## src/hw/rtl/i2crm_pkg.sv

```systemverilog
// ----------------------------------------------------------------------------
// I2C register master package
// Shared item and result types, segment codes and the byte selection helpers.
// ----------------------------------------------------------------------------
package i2crm_pkg;

  // Depth of the queue between the front and the back.
  localparam int IQ_DEPTH_DEF = 2;

  // Operation codes of an input item.
  localparam logic [2:0] OP_TICK    = 3'd0;
  localparam logic [2:0] OP_WRITE   = 3'd1;
  localparam logic [2:0] OP_READ    = 3'd2;
  localparam logic [2:0] OP_LED_ON  = 3'd3;
  localparam logic [2:0] OP_LED_OFF = 3'd4;

  // Configuration register indexes.
  localparam logic CFG_EXPANDER_ADDRESS = 1'b0;
  localparam logic CFG_PHASE_TICKS      = 1'b1;

  // Register reset values.
  localparam logic [6:0] EXPANDER_ADDRESS_RST = 7'd33;
  localparam logic [7:0] PHASE_TICKS_RST      = 8'd1;

  // Segment kinds.
  localparam logic [2:0] K_IDLE  = 3'd0;
  localparam logic [2:0] K_START = 3'd1;
  localparam logic [2:0] K_TX    = 3'd2;
  localparam logic [2:0] K_ACK   = 3'd3;
  localparam logic [2:0] K_RX    = 3'd4;
  localparam logic [2:0] K_NACK  = 3'd5;
  localparam logic [2:0] K_STOP  = 3'd6;

  // Sequencer codes, one per bus segment.
  localparam logic [4:0] ST_IDLE          = 5'd0;
  localparam logic [4:0] ST_WRITE         = 5'd1;
  localparam logic [4:0] ST_WRITE_DEV     = 5'd2;
  localparam logic [4:0] ST_WRITE_DEV_ACK = 5'd3;
  localparam logic [4:0] ST_WRITE_REG     = 5'd4;
  localparam logic [4:0] ST_WRITE_REG_ACK = 5'd5;
  localparam logic [4:0] ST_WRITE_DAT     = 5'd6;
  localparam logic [4:0] ST_WRITE_DAT_ACK = 5'd7;
  localparam logic [4:0] ST_WRITE_END     = 5'd8;
  localparam logic [4:0] ST_READ          = 5'd9;
  localparam logic [4:0] ST_READ_DEV      = 5'd10;
  localparam logic [4:0] ST_READ_DEV_ACK  = 5'd11;
  localparam logic [4:0] ST_READ_REG      = 5'd12;
  localparam logic [4:0] ST_READ_REG_ACK  = 5'd13;
  localparam logic [4:0] ST_READ_RESTART  = 5'd14;
  localparam logic [4:0] ST_READ_DEVR     = 5'd15;
  localparam logic [4:0] ST_READ_DEVR_ACK = 5'd16;
  localparam logic [4:0] ST_READ_RX       = 5'd17;
  localparam logic [4:0] ST_READ_NACK     = 5'd18;
  localparam logic [4:0] ST_READ_END      = 5'd19;
  localparam logic [4:0] ST_LED           = 5'd20;
  localparam logic [4:0] ST_LED_DEV       = 5'd21;
  localparam logic [4:0] ST_LED_DEV_ACK   = 5'd22;
  localparam logic [4:0] ST_LED_LO        = 5'd23;
  localparam logic [4:0] ST_LED_LO_ACK    = 5'd24;
  localparam logic [4:0] ST_LED_HI        = 5'd25;
  localparam logic [4:0] ST_LED_HI_ACK    = 5'd26;
  localparam logic [4:0] ST_LED_END       = 5'd27;

  // One classified input item.
  typedef struct packed {
    logic [2:0]  operation;
    logic [6:0]  device_address;
    logic [7:0]  register_address;
    logic [15:0] write_data;
    logic        sda_in;
    logic        is_cmd;
  } item_t;

  // One result item.
  typedef struct packed {
    logic        scl;
    logic        sda_out;
    logic        sda_drive;
    logic        busy_res;
    logic [7:0]  read_data;
    logic        read_done;
    logic        rejected;
    logic [15:0] led_mask;
  } result_t;

  // Kind of each sequencer segment.
  function automatic logic [2:0] seg_kind(input logic [4:0] st);
    logic [2:0] k;
    k = K_IDLE;
    case (st)
      ST_WRITE, ST_READ, ST_READ_RESTART, ST_LED:            k = K_START;
      ST_WRITE_DEV, ST_WRITE_REG, ST_WRITE_DAT, ST_READ_DEV,
      ST_READ_REG, ST_READ_DEVR, ST_LED_DEV, ST_LED_LO,
      ST_LED_HI:                                             k = K_TX;
      ST_WRITE_DEV_ACK, ST_WRITE_REG_ACK, ST_WRITE_DAT_ACK,
      ST_READ_DEV_ACK, ST_READ_REG_ACK, ST_READ_DEVR_ACK,
      ST_LED_DEV_ACK, ST_LED_LO_ACK, ST_LED_HI_ACK:          k = K_ACK;
      ST_READ_RX:                                            k = K_RX;
      ST_READ_NACK:                                          k = K_NACK;
      ST_WRITE_END, ST_READ_END, ST_LED_END:                 k = K_STOP;
      default:                                               k = K_IDLE;
    endcase
    return k;
  endfunction

  // Number of phases in a segment of the given kind.
  function automatic logic [4:0] seg_len(input logic [2:0] kind);
    logic [4:0] n;
    n = 5'd1;
    case (kind)
      K_START, K_STOP: n = 5'd3;
      K_TX, K_RX:      n = 5'd16;
      K_ACK, K_NACK:   n = 5'd2;
      default:         n = 5'd1;
    endcase
    return n;
  endfunction

  // Byte shifted out by a transmit segment.
  function automatic logic [7:0] tx_byte(input logic [4:0]  st,
                                         input logic [6:0]  dev,
                                         input logic [7:0]  regi,
                                         input logic [15:0] data);
    logic [7:0] b;
    b = 8'h00;
    case (st)
      ST_WRITE_DEV, ST_READ_DEV, ST_LED_DEV: b = {dev, 1'b0};
      ST_WRITE_REG, ST_READ_REG:             b = regi;
      ST_WRITE_DAT:                          b = data[7:0];
      ST_READ_DEVR:                          b = {dev, 1'b1};
      ST_LED_LO:                             b = ~data[7:0];
      ST_LED_HI:                             b = ~data[15:8];
      default:                               b = 8'h00;
    endcase
    return b;
  endfunction

endpackage

```

## src/hw/rtl/i2crm_front.sv

```systemverilog
// ----------------------------------------------------------------------------
// I2C register master front
// Accepts input items, marks commands and holds them in a short queue.
// ----------------------------------------------------------------------------
module i2crm_front import i2crm_pkg::*; #(
  parameter int IQ_DEPTH = IQ_DEPTH_DEF
) (
  input  logic        clk,
  input  logic        rst_n,
  input  logic        in_push,
  output logic        in_full,
  input  logic [2:0]  in_operation,
  input  logic [6:0]  in_device_address,
  input  logic [7:0]  in_register_address,
  input  logic [15:0] in_write_data,
  input  logic        in_sda_in,
  output logic        q_valid,
  output item_t       q_item,
  input  logic        q_take
);

  localparam int PTR_W = (IQ_DEPTH > 1) ? $clog2(IQ_DEPTH) : 1;
  localparam int CNT_W = $clog2(IQ_DEPTH + 1);

  item_t             q_mem [IQ_DEPTH];
  logic [PTR_W-1:0]  wr_ptr_r, wr_ptr_nxt;
  logic [PTR_W-1:0]  rd_ptr_r, rd_ptr_nxt;
  logic [CNT_W-1:0]  count_r, count_nxt;
  logic              push_ok;
  logic              take_ok;
  item_t             new_item;

  // Classify the arriving item.
  always_comb begin
    new_item.operation        = in_operation;
    new_item.device_address   = in_device_address;
    new_item.register_address = in_register_address;
    new_item.write_data       = in_write_data;
    new_item.sda_in           = in_sda_in;
    new_item.is_cmd           = (in_operation >= OP_WRITE) && (in_operation <= OP_LED_OFF);
  end

  assign in_full = (count_r == CNT_W'(IQ_DEPTH));
  assign q_valid = (count_r != '0);
  assign q_item  = q_mem[rd_ptr_r];
  assign push_ok = in_push && !in_full;
  assign take_ok = q_take && q_valid;

  // Pointer and fill count update.
  always_comb begin
    wr_ptr_nxt = wr_ptr_r;
    rd_ptr_nxt = rd_ptr_r;
    count_nxt  = count_r;
    if (push_ok) begin
      wr_ptr_nxt = (wr_ptr_r == PTR_W'(IQ_DEPTH - 1)) ? '0 : wr_ptr_r + 1'b1;
    end
    if (take_ok) begin
      rd_ptr_nxt = (rd_ptr_r == PTR_W'(IQ_DEPTH - 1)) ? '0 : rd_ptr_r + 1'b1;
    end
    if (push_ok && !take_ok) begin
      count_nxt = count_r + 1'b1;
    end else if (take_ok && !push_ok) begin
      count_nxt = count_r - 1'b1;
    end
  end

  always_ff @(posedge clk) begin
    if (!rst_n) begin
      wr_ptr_r <= '0;
      rd_ptr_r <= '0;
      count_r  <= '0;
    end else begin
      wr_ptr_r <= wr_ptr_nxt;
      rd_ptr_r <= rd_ptr_nxt;
      count_r  <= count_nxt;
    end
  end

  // Queue storage.
  always_ff @(posedge clk) begin
    if (push_ok) begin
      q_mem[wr_ptr_r] <= new_item;
    end
  end

endmodule

```

## src/hw/rtl/i2crm_back.sv

```systemverilog
// ----------------------------------------------------------------------------
// I2C register master back
// Runs the bit sequencer one item at a time and queues the result items.
// ----------------------------------------------------------------------------
module i2crm_back import i2crm_pkg::*; (
  input  logic        clk,
  input  logic        rst_n,
  input  logic        q_valid,
  input  item_t       q_item,
  output logic        q_take,
  input  logic        cfg_we,
  input  logic        cfg_index,
  input  logic [7:0]  cfg_data,
  output logic        out_empty,
  input  logic        out_pop,
  output result_t     out_res
);

  // Configuration registers.
  logic [6:0]  exp_addr_r;
  logic [7:0]  phase_ticks_r;

  // Sequencer state.
  logic [4:0]  seq_r, seq_nxt;
  logic [3:0]  bc_r, bc_nxt;
  logic [7:0]  shift_r, shift_nxt;
  logic [1:0]  bi_r, bi_nxt;
  logic [7:0]  timer_r, timer_nxt;
  logic [2:0]  hcmd_r, hcmd_nxt;
  logic [6:0]  hdev_r, hdev_nxt;
  logic [7:0]  hreg_r, hreg_nxt;
  logic [15:0] hdata_r, hdata_nxt;
  logic [7:0]  recv_r, recv_nxt;
  logic [15:0] led_r, led_nxt;

  // Step temporaries.
  logic [4:0]  st0;
  logic [4:0]  st_next;
  logic [2:0]  kind;
  logic [2:0]  kind_new;
  logic [7:0]  t_inc;
  logic [7:0]  limit;
  logic [3:0]  bc_inc;
  logic [15:0] led_calc;
  logic        done;
  logic        rej;
  result_t     res;

  // Result queue, two entries.
  result_t     oq_mem [2];
  logic        oq_wr_r;
  logic        oq_rd_r;
  logic [1:0]  oq_cnt_r;
  logic        oq_pop_ok;

  assign q_take    = q_valid && (oq_cnt_r != 2'd2);
  assign out_empty = (oq_cnt_r == 2'd0);
  assign out_res   = oq_mem[oq_rd_r];
  assign oq_pop_ok = out_pop && !out_empty;

  // Configuration writes.
  always_ff @(posedge clk) begin
    if (!rst_n) begin
      exp_addr_r    <= EXPANDER_ADDRESS_RST;
      phase_ticks_r <= PHASE_TICKS_RST;
    end else if (cfg_we) begin
      unique case (cfg_index)
        CFG_EXPANDER_ADDRESS: exp_addr_r    <= cfg_data[6:0];
        default:              phase_ticks_r <= cfg_data;
      endcase
    end
  end

  // One sequencer step for the item at the head of the queue.
  always_comb begin
    seq_nxt   = seq_r;
    bc_nxt    = bc_r;
    shift_nxt = shift_r;
    bi_nxt    = bi_r;
    timer_nxt = timer_r;
    hcmd_nxt  = hcmd_r;
    hdev_nxt  = hdev_r;
    hreg_nxt  = hreg_r;
    hdata_nxt = hdata_r;
    recv_nxt  = recv_r;
    led_nxt   = led_r;
    done      = 1'b0;
    rej       = 1'b0;
    kind      = K_IDLE;
    kind_new  = K_IDLE;
    bc_inc    = bc_r + 4'd1;
    t_inc     = timer_r + 8'd1;
    limit     = (phase_ticks_r == 8'd0) ? 8'd1 : phase_ticks_r;
    st_next   = ST_IDLE;
    led_calc  = led_r;

    // Unused codes fall back to idle.
    st0     = (seg_kind(seq_r) == K_IDLE) ? ST_IDLE : seq_r;
    seq_nxt = st0;

    if (st0 == ST_IDLE) begin
      if (q_item.is_cmd) begin
        hcmd_nxt  = q_item.operation;
        hdev_nxt  = q_item.device_address;
        hreg_nxt  = q_item.register_address;
        hdata_nxt = q_item.write_data;
        bi_nxt    = 2'd0;
        bc_nxt    = 4'd0;
        timer_nxt = 8'd0;
        unique case (q_item.operation)
          OP_WRITE: seq_nxt = ST_WRITE;
          OP_READ:  seq_nxt = ST_READ;
          default: begin
            if (q_item.operation == OP_LED_ON) begin
              led_calc = led_r | q_item.write_data;
            end else begin
              led_calc = led_r & ~q_item.write_data;
            end
            led_nxt   = led_calc;
            hdata_nxt = led_calc;
            hdev_nxt  = exp_addr_r;
            seq_nxt   = ST_LED;
          end
        endcase
      end
    end else begin
      rej = q_item.is_cmd;
      if ((t_inc >= limit) || (t_inc == 8'd0)) begin
        // End of the current phase.
        kind      = seg_kind(st0);
        timer_nxt = 8'd0;
        bc_nxt    = bc_inc;
        if (bc_r[0] && (kind == K_TX)) begin
          shift_nxt = {shift_r[6:0], 1'b0};
        end else if (bc_r[0] && (kind == K_RX)) begin
          shift_nxt = {shift_r[6:0], q_item.sda_in};
        end
        if ((bc_inc == 4'd0) || ({1'b0, bc_inc} >= seg_len(kind))) begin
          // End of the segment.
          if ((kind == K_TX) || (kind == K_RX)) begin
            bi_nxt = bi_r + 2'd1;
          end
          if (kind == K_RX) begin
            recv_nxt = shift_nxt;
          end
          if ((st0 == ST_WRITE_END) || (st0 == ST_READ_END) || (st0 == ST_LED_END)) begin
            seq_nxt = ST_IDLE;
            bc_nxt  = 4'd0;
            bi_nxt  = 2'd0;
            done    = (st0 == ST_READ_END);
          end else begin
            st_next  = st0 + 5'd1;
            seq_nxt  = st_next;
            bc_nxt   = 4'd0;
            kind_new = seg_kind(st_next);
            if (kind_new == K_TX) begin
              shift_nxt = tx_byte(st_next, hdev_r, hreg_r, hdata_r);
            end else if (kind_new == K_RX) begin
              shift_nxt = 8'h00;
            end
          end
        end
      end else begin
        timer_nxt = t_inc;
      end
    end
  end

  // Line levels and status after the step.
  always_comb begin
    res.scl       = bc_nxt[0];
    res.sda_out   = 1'b1;
    res.sda_drive = 1'b1;
    unique case (seg_kind(seq_nxt))
      K_START: begin
        res.scl     = (bc_nxt != 4'd0);
        res.sda_out = (bc_nxt != 4'd2);
      end
      K_STOP: begin
        res.scl     = (bc_nxt != 4'd0);
        res.sda_out = (bc_nxt == 4'd2);
      end
      K_TX:         res.sda_out   = shift_nxt[7];
      K_ACK, K_RX:  res.sda_drive = 1'b0;
      K_NACK:       res.sda_out   = 1'b1;
      default:      res.scl       = 1'b1;
    endcase
    res.busy_res  = (seq_nxt != ST_IDLE);
    res.read_data = recv_nxt;
    res.read_done = done;
    res.rejected  = rej;
    res.led_mask  = led_nxt;
  end

  // Sequencer registers advance once per item taken.
  always_ff @(posedge clk) begin
    if (!rst_n) begin
      seq_r   <= ST_IDLE;
      bc_r    <= '0;
      shift_r <= '0;
      bi_r    <= '0;
      timer_r <= '0;
      hcmd_r  <= OP_TICK;
      hdev_r  <= '0;
      hreg_r  <= '0;
      hdata_r <= '0;
      recv_r  <= '0;
      led_r   <= '0;
    end else if (q_take) begin
      seq_r   <= seq_nxt;
      bc_r    <= bc_nxt;
      shift_r <= shift_nxt;
      bi_r    <= bi_nxt;
      timer_r <= timer_nxt;
      hcmd_r  <= hcmd_nxt;
      hdev_r  <= hdev_nxt;
      hreg_r  <= hreg_nxt;
      hdata_r <= hdata_nxt;
      recv_r  <= recv_nxt;
      led_r   <= led_nxt;
    end
  end

  // Result queue control.
  always_ff @(posedge clk) begin
    if (!rst_n) begin
      oq_wr_r  <= 1'b0;
      oq_rd_r  <= 1'b0;
      oq_cnt_r <= 2'd0;
    end else begin
      if (q_take) begin
        oq_wr_r <= ~oq_wr_r;
      end
      if (oq_pop_ok) begin
        oq_rd_r <= ~oq_rd_r;
      end
      if (q_take && !oq_pop_ok) begin
        oq_cnt_r <= oq_cnt_r + 2'd1;
      end else if (oq_pop_ok && !q_take) begin
        oq_cnt_r <= oq_cnt_r - 2'd1;
      end
    end
  end

  // Result queue storage.
  always_ff @(posedge clk) begin
    if (q_take) begin
      oq_mem[oq_wr_r] <= res;
    end
  end

endmodule

```

## src/hw/rtl/i2c_register_master.sv

```systemverilog
// Items pass the front queue and a sequencer step; results leave by the out_ ports.
// Throughput: one item per cycle while the result queue has room; each item is one step.
// The front queue and the two-entry result queue let either side stall without loss.
// Reset: rst_n low at a clock edge empties both queues, idles the sequencer,
// clears the LED mask and restores expander address 33 and one tick per phase.
// ----------------------------------------------------------------------------
// I2C register master top level
// Bit-level I2C master advanced by tick items, with an LED expander mask.
// ----------------------------------------------------------------------------
module i2c_register_master import i2crm_pkg::*; #(
  parameter int IQ_DEPTH = IQ_DEPTH_DEF
) (
  input  logic        clk,
  input  logic        rst_n,
  input  logic        in_push,
  output logic        in_full,
  input  logic [2:0]  in_operation,
  input  logic [6:0]  in_device_address,
  input  logic [7:0]  in_register_address,
  input  logic [15:0] in_write_data,
  input  logic        in_sda_in,
  output logic        out_empty,
  input  logic        out_pop,
  output logic        out_scl,
  output logic        out_sda_out,
  output logic        out_sda_drive,
  output logic        out_busy_res,
  output logic [7:0]  out_read_data,
  output logic        out_read_done,
  output logic        out_rejected,
  output logic [15:0] out_led_mask,
  input  logic        cfg_we,
  input  logic        cfg_index,
  input  logic [7:0]  cfg_data
);

  logic    q_valid;
  logic    q_take;
  item_t   q_item;
  result_t res;

  // Front: accept and classify items.
  i2crm_front #(.IQ_DEPTH(IQ_DEPTH)) u_front (
    .clk                 (clk),
    .rst_n               (rst_n),
    .in_push             (in_push),
    .in_full             (in_full),
    .in_operation        (in_operation),
    .in_device_address   (in_device_address),
    .in_register_address (in_register_address),
    .in_write_data       (in_write_data),
    .in_sda_in           (in_sda_in),
    .q_valid             (q_valid),
    .q_item              (q_item),
    .q_take              (q_take)
  );

  // Back: bit sequencer and result queue.
  i2crm_back u_back (
    .clk       (clk),
    .rst_n     (rst_n),
    .q_valid   (q_valid),
    .q_item    (q_item),
    .q_take    (q_take),
    .cfg_we    (cfg_we),
    .cfg_index (cfg_index),
    .cfg_data  (cfg_data),
    .out_empty (out_empty),
    .out_pop   (out_pop),
    .out_res   (res)
  );

  assign out_scl       = res.scl;
  assign out_sda_out   = res.sda_out;
  assign out_sda_drive = res.sda_drive;
  assign out_busy_res  = res.busy_res;
  assign out_read_data = res.read_data;
  assign out_read_done = res.read_done;
  assign out_rejected  = res.rejected;
  assign out_led_mask  = res.led_mask;

endmodule

```

## config.mk

```make
export PLATFORM = sky130hd
export DESIGN_NAME = i2c_register_master
export DESIGN_NICKNAME = d
export VERILOG_FILES = /design/src/hw/rtl/i2crm_pkg.sv /design/src/hw/rtl/i2crm_front.sv /design/src/hw/rtl/i2crm_back.sv /design/src/hw/rtl/i2c_register_master.sv
export SDC_FILE = /design/constraint.sdc
export NUM_CORES = 1
export LEC_CHECK = 0
export BUFFER_PORTS_ARGS = -buffer_cell sky130_fd_sc_hd__clkbuf_2
export CAP_MARGIN = 10
export CORE_UTILIZATION = 55
export DETAILED_ROUTE_END_ITERATION = 8
export GPL_TIMING_DRIVEN = 1
export PLACE_DENSITY = 0.76
export SLEW_MARGIN = 20
export SYNTH_ARGS = -nofsm -noshare
export SYNTH_HDL_FRONTEND = slang
export SYNTH_SLANG_ARGS = --single-unit
```

## constraint.sdc

```tcl
create_clock -name clk -period 5.6 [get_ports clk]
set_input_delay 1.12 -clock clk [delete_from_list [all_inputs] [get_ports clk]]
set_output_delay 1.12 -clock clk [all_outputs]
set_load 0.05 [all_outputs]
```

==> flow_summary.toml <==
[power]
sw_frac_of_total_pct = 41.1
p_per_area_nw_per_um2 = 581
p_clk_share_pct = 23.2
p_leak_nw = 5.01
peakVddDrop_mv = 0.372
pwr-share-seq_pct = 32.5
power_mw = 7.86
internal_power_mw = 4.63
combinationalPowerShare_pct = 44.3
switchingPower_mw = 3.23

[logic_synthesis]
synth_xor_area_share_pct = 1.96
synthMuxAreaShare_pct = 8.31
async_flop_share_pct = 0
synth-compound-area-share_pct = 15.9
syn_nets = 1240
synth_adder_area_share_pct = 3.67
yosys.area_share.simple_pct = 15.3
synthFlopType = "edfxtp_1"
netlist_area_sq_um = 11900
yosys.area.top_type_share_pct = 33.2
avgSynthCellArea_sq_um = 10.3
synth_cells = 1156
ys_types = 93
ys_warn_count = 0
ys_seq_elements = 240
synth_seq_area_share_pct = 51.4
synth.largest_area_cell = "edfxtp_1"
ys_top_cells_by_area = "edfxtp_1 (33%), dfxtp_1 (18%), nand2_1 (5.9%)"
synth_top_family_by_area = "compound AO/OA/AOI/OAI gates"
synth-edff-count = 132

[floorplanning]
fp.dieH_um = 149
io_pins = 81
core_area_sq_um = 21200
rows = 53
die-area_sq_um = 22300
start_util_pct = 56.4
die_w_um = 149

[global_route]
grt_usage_pct = 24.5
antenna_found_initial = 0
grt_pass1_vias = 8341
grt_max_degree = 62
grt-busiest-layer = "met2"
grtUsageMet1_pct = 35.1
met2_usage_pct = 37.9
overflow = 0
grt_pass1_wl_mm = 43.2
met3_usage_pct = 3.94

[route]
avgViaCountPerCell = 5.97
wl_per_cell_um = 18.0
wirelength_mm = 27.3
vias = 9032
drtIter0Drc = 750
drc_errors = 0
first_pass_iters = 5
antenna_left = 0

[placement]
io_buffer_count = 80
dp_hpwl_mm = 18.7
gp_congestion = 0.947

[finish]
n_antenna_cell = 0
mostFrequentLayoutCell = "nand2_1"
nets = 1302
drive_above_1_share_pct = 19.1
area_growth_pct = 13.3
layout.cells.most_common_list = "nand2_1 (184), edfxtp_1 (132), dfxtp_1 (107), nor2_1 (98), a21oi_1 (97)"

[timing]
post-route-min-period_ps = 5190
fin_crit_sh_pct = 92.7
setup_viol = 0
finClkSkew_ps = 21.4
slew_viol_final = 0
finalHoldViolCount = 0
fmax_ghz = 0.193
slew_headroom_pct = 30.7
tns_ps = 0
worst_pin_slew_ps = 1040
rsz0062_at_grt = "no"

[critical_path]
r2r_setup_slack_ps = 410
setup.worst_path.end_class = "register"
crit_fanout = 9
endpoint = "u_back.oq_mem[0][28]"
crit_type = "register to register"
critPathLaunchType = "register"
crit_chain = "or3_4, nand2_2, inv_1, ha_1, ha_1, a311oi_2, and3_1, nor2_1, ha_1, nand2b_1, a21oi_1, or3b_1, o211a_1, o2111ai_1, nand3_1, ha_1, or3_1, and3_1, nor4_2, a211oi_2"
slowest_delay_ps = 460
reg2reg_to = "u_back.oq_mem[0][28]"
slowest_stage = "or3_4"
cp_common_cell = "ha_1"
worstPathArrival_ps = 5440
cp.required_ps = 5850
rr_worst_depth = 20

[clock_tree]
cts.repair.resized = 0
cts_inserted_buffers = 25
clk_pin_slew_worst_paths_ps = 60
clk_latency_ps = 530
clockBufferDepth = 3
cts_hold_buf = 0
clkSinkCount = 240
cts_setup_buffers = 0
cts_tree = "yes"
htree_levels = 1
root_buffer = "clkbuf_16"

[run]
drv_cap = 0

[outcome]
status = "complete, no violations"

[worst_hold_path]
hold_depth = 2
hp-class = "register to register"
-- final cells by class --
cell class                 count  area [sq um]
clock buffer                  32           693
clock inverter                14           226
fill                        1691          7640
inverter                      29           109
multi-input combinational    823          5470
sequential                   240          6130
tap                          275           344
timing repair buffer          99           543
-- worst min path at each step --
stage                       start  slack (ps)            endpoint
2_1_floorplan  u_back.hdata_r[10]         430  u_back.hdata_r[10]
3_3_place_gp   u_back.hdata_r[12]         440  u_back.hdata_r[12]
3_5_place_dp   u_back.hdata_r[11]         440  u_back.hdata_r[11]
4_1_cts        u_back.hdata_r[12]         450  u_back.hdata_r[12]
5_1_grt        u_back.hdata_r[12]         470  u_back.hdata_r[12]
6_report         u_back.recv_r[5]         450    u_back.recv_r[5]
-- power groups by stage --
stage | Combinational [mW] | Sequential (mW) | Clock, mW
after global placement | 3.33 | 2.56 | 0
after global routing | 3.76 | 2.60 | 1.91
after CTS | 3.38 | 2.55 | 1.85
after detailed placement | 3.36 | 2.58 | 0
final | 3.48 | 2.55 | 1.82
after floorplan | 2.68 | 2.50 | 0
-- per-layer routing --
layer	wire [um]	vias to the layer above	part of all wire, %
li1	-	4374	-
met1	12400	4287	46
met2	12300	326	45
met3	1900	45	7.0
met4	589	0	2.2
met5	0	-	0
-- cells by family (layout without fill, tap and decap cells) --
family                   count (synthesis)  after routing
AO/OA/AOI/OAI                          269            269
XOR/XNOR                                25             25
adder cells (fa/ha/maj)                 35             35
buffers and inverters                   93            174
flip-flops                             240            240
multiplexers                            92             92
AND/OR/NAND/NOR                        402            402
-- worst max-delay path: cells and delay by family (launching register included) --
kind                       cells  cell delay (ps)
adders and majority gates      4             1100
AOI/OAI and AO/OA              5              880
buffers and inverters          1              120
and+or+nand+nor               10             2480
DFF                            1              310
-- registers in the layout, summed over array words and instances, names as in the netlist, 8 cells and up, named ones only --
register              flops
u_back.hdata_r           16
u_back.hreg_r             8
u_back.led_r             16
u_back.oq_mem            60
u_back.phase_ticks_r      8
u_back.recv_r             8
u_back.shift_r            8
u_back.timer_r            8
u_front.q_mem            72
-- per-stage QoR --
step	hold slack [ps]	cells	cell area (sq um)	util (%)	setup WS, ps
global route	470	1512	13500	63.9	19.7
finish	453	1512	13500	63.9	411
CTS	453	1512	13500	63.6	135
detailed placement	443	1466	12500	59.3	148
floorplan	429	1156	11900	-	272
global placement	437	1466	12500	59.3	300
-- synthesized netlist by cell type, types with 6 or more instances --
cell type    n
nor4_1       7
nand2b_1     7
buf_6        6
a211o_1     12
ha_1        35
or3_1        8
a22oi_1      6
o211a_1      6
buf_2        6
edfxtp_1   132
xnor2_1     12
a21oi_1     97
buf_1        6
nand4_1      6
mux2i_1     45
xor2_1      11
inv_1       27
o211ai_1    18
mux2_2      46
and3_1       9
nand3_1     26
nand2_1    186
nor3_1      17
a211oi_1    20
clkbuf_1    42
o21ai_0     23
dfxtp_1    108
nor2_1     100
o311ai_0    16
Power figures use the tool's default switching activity.
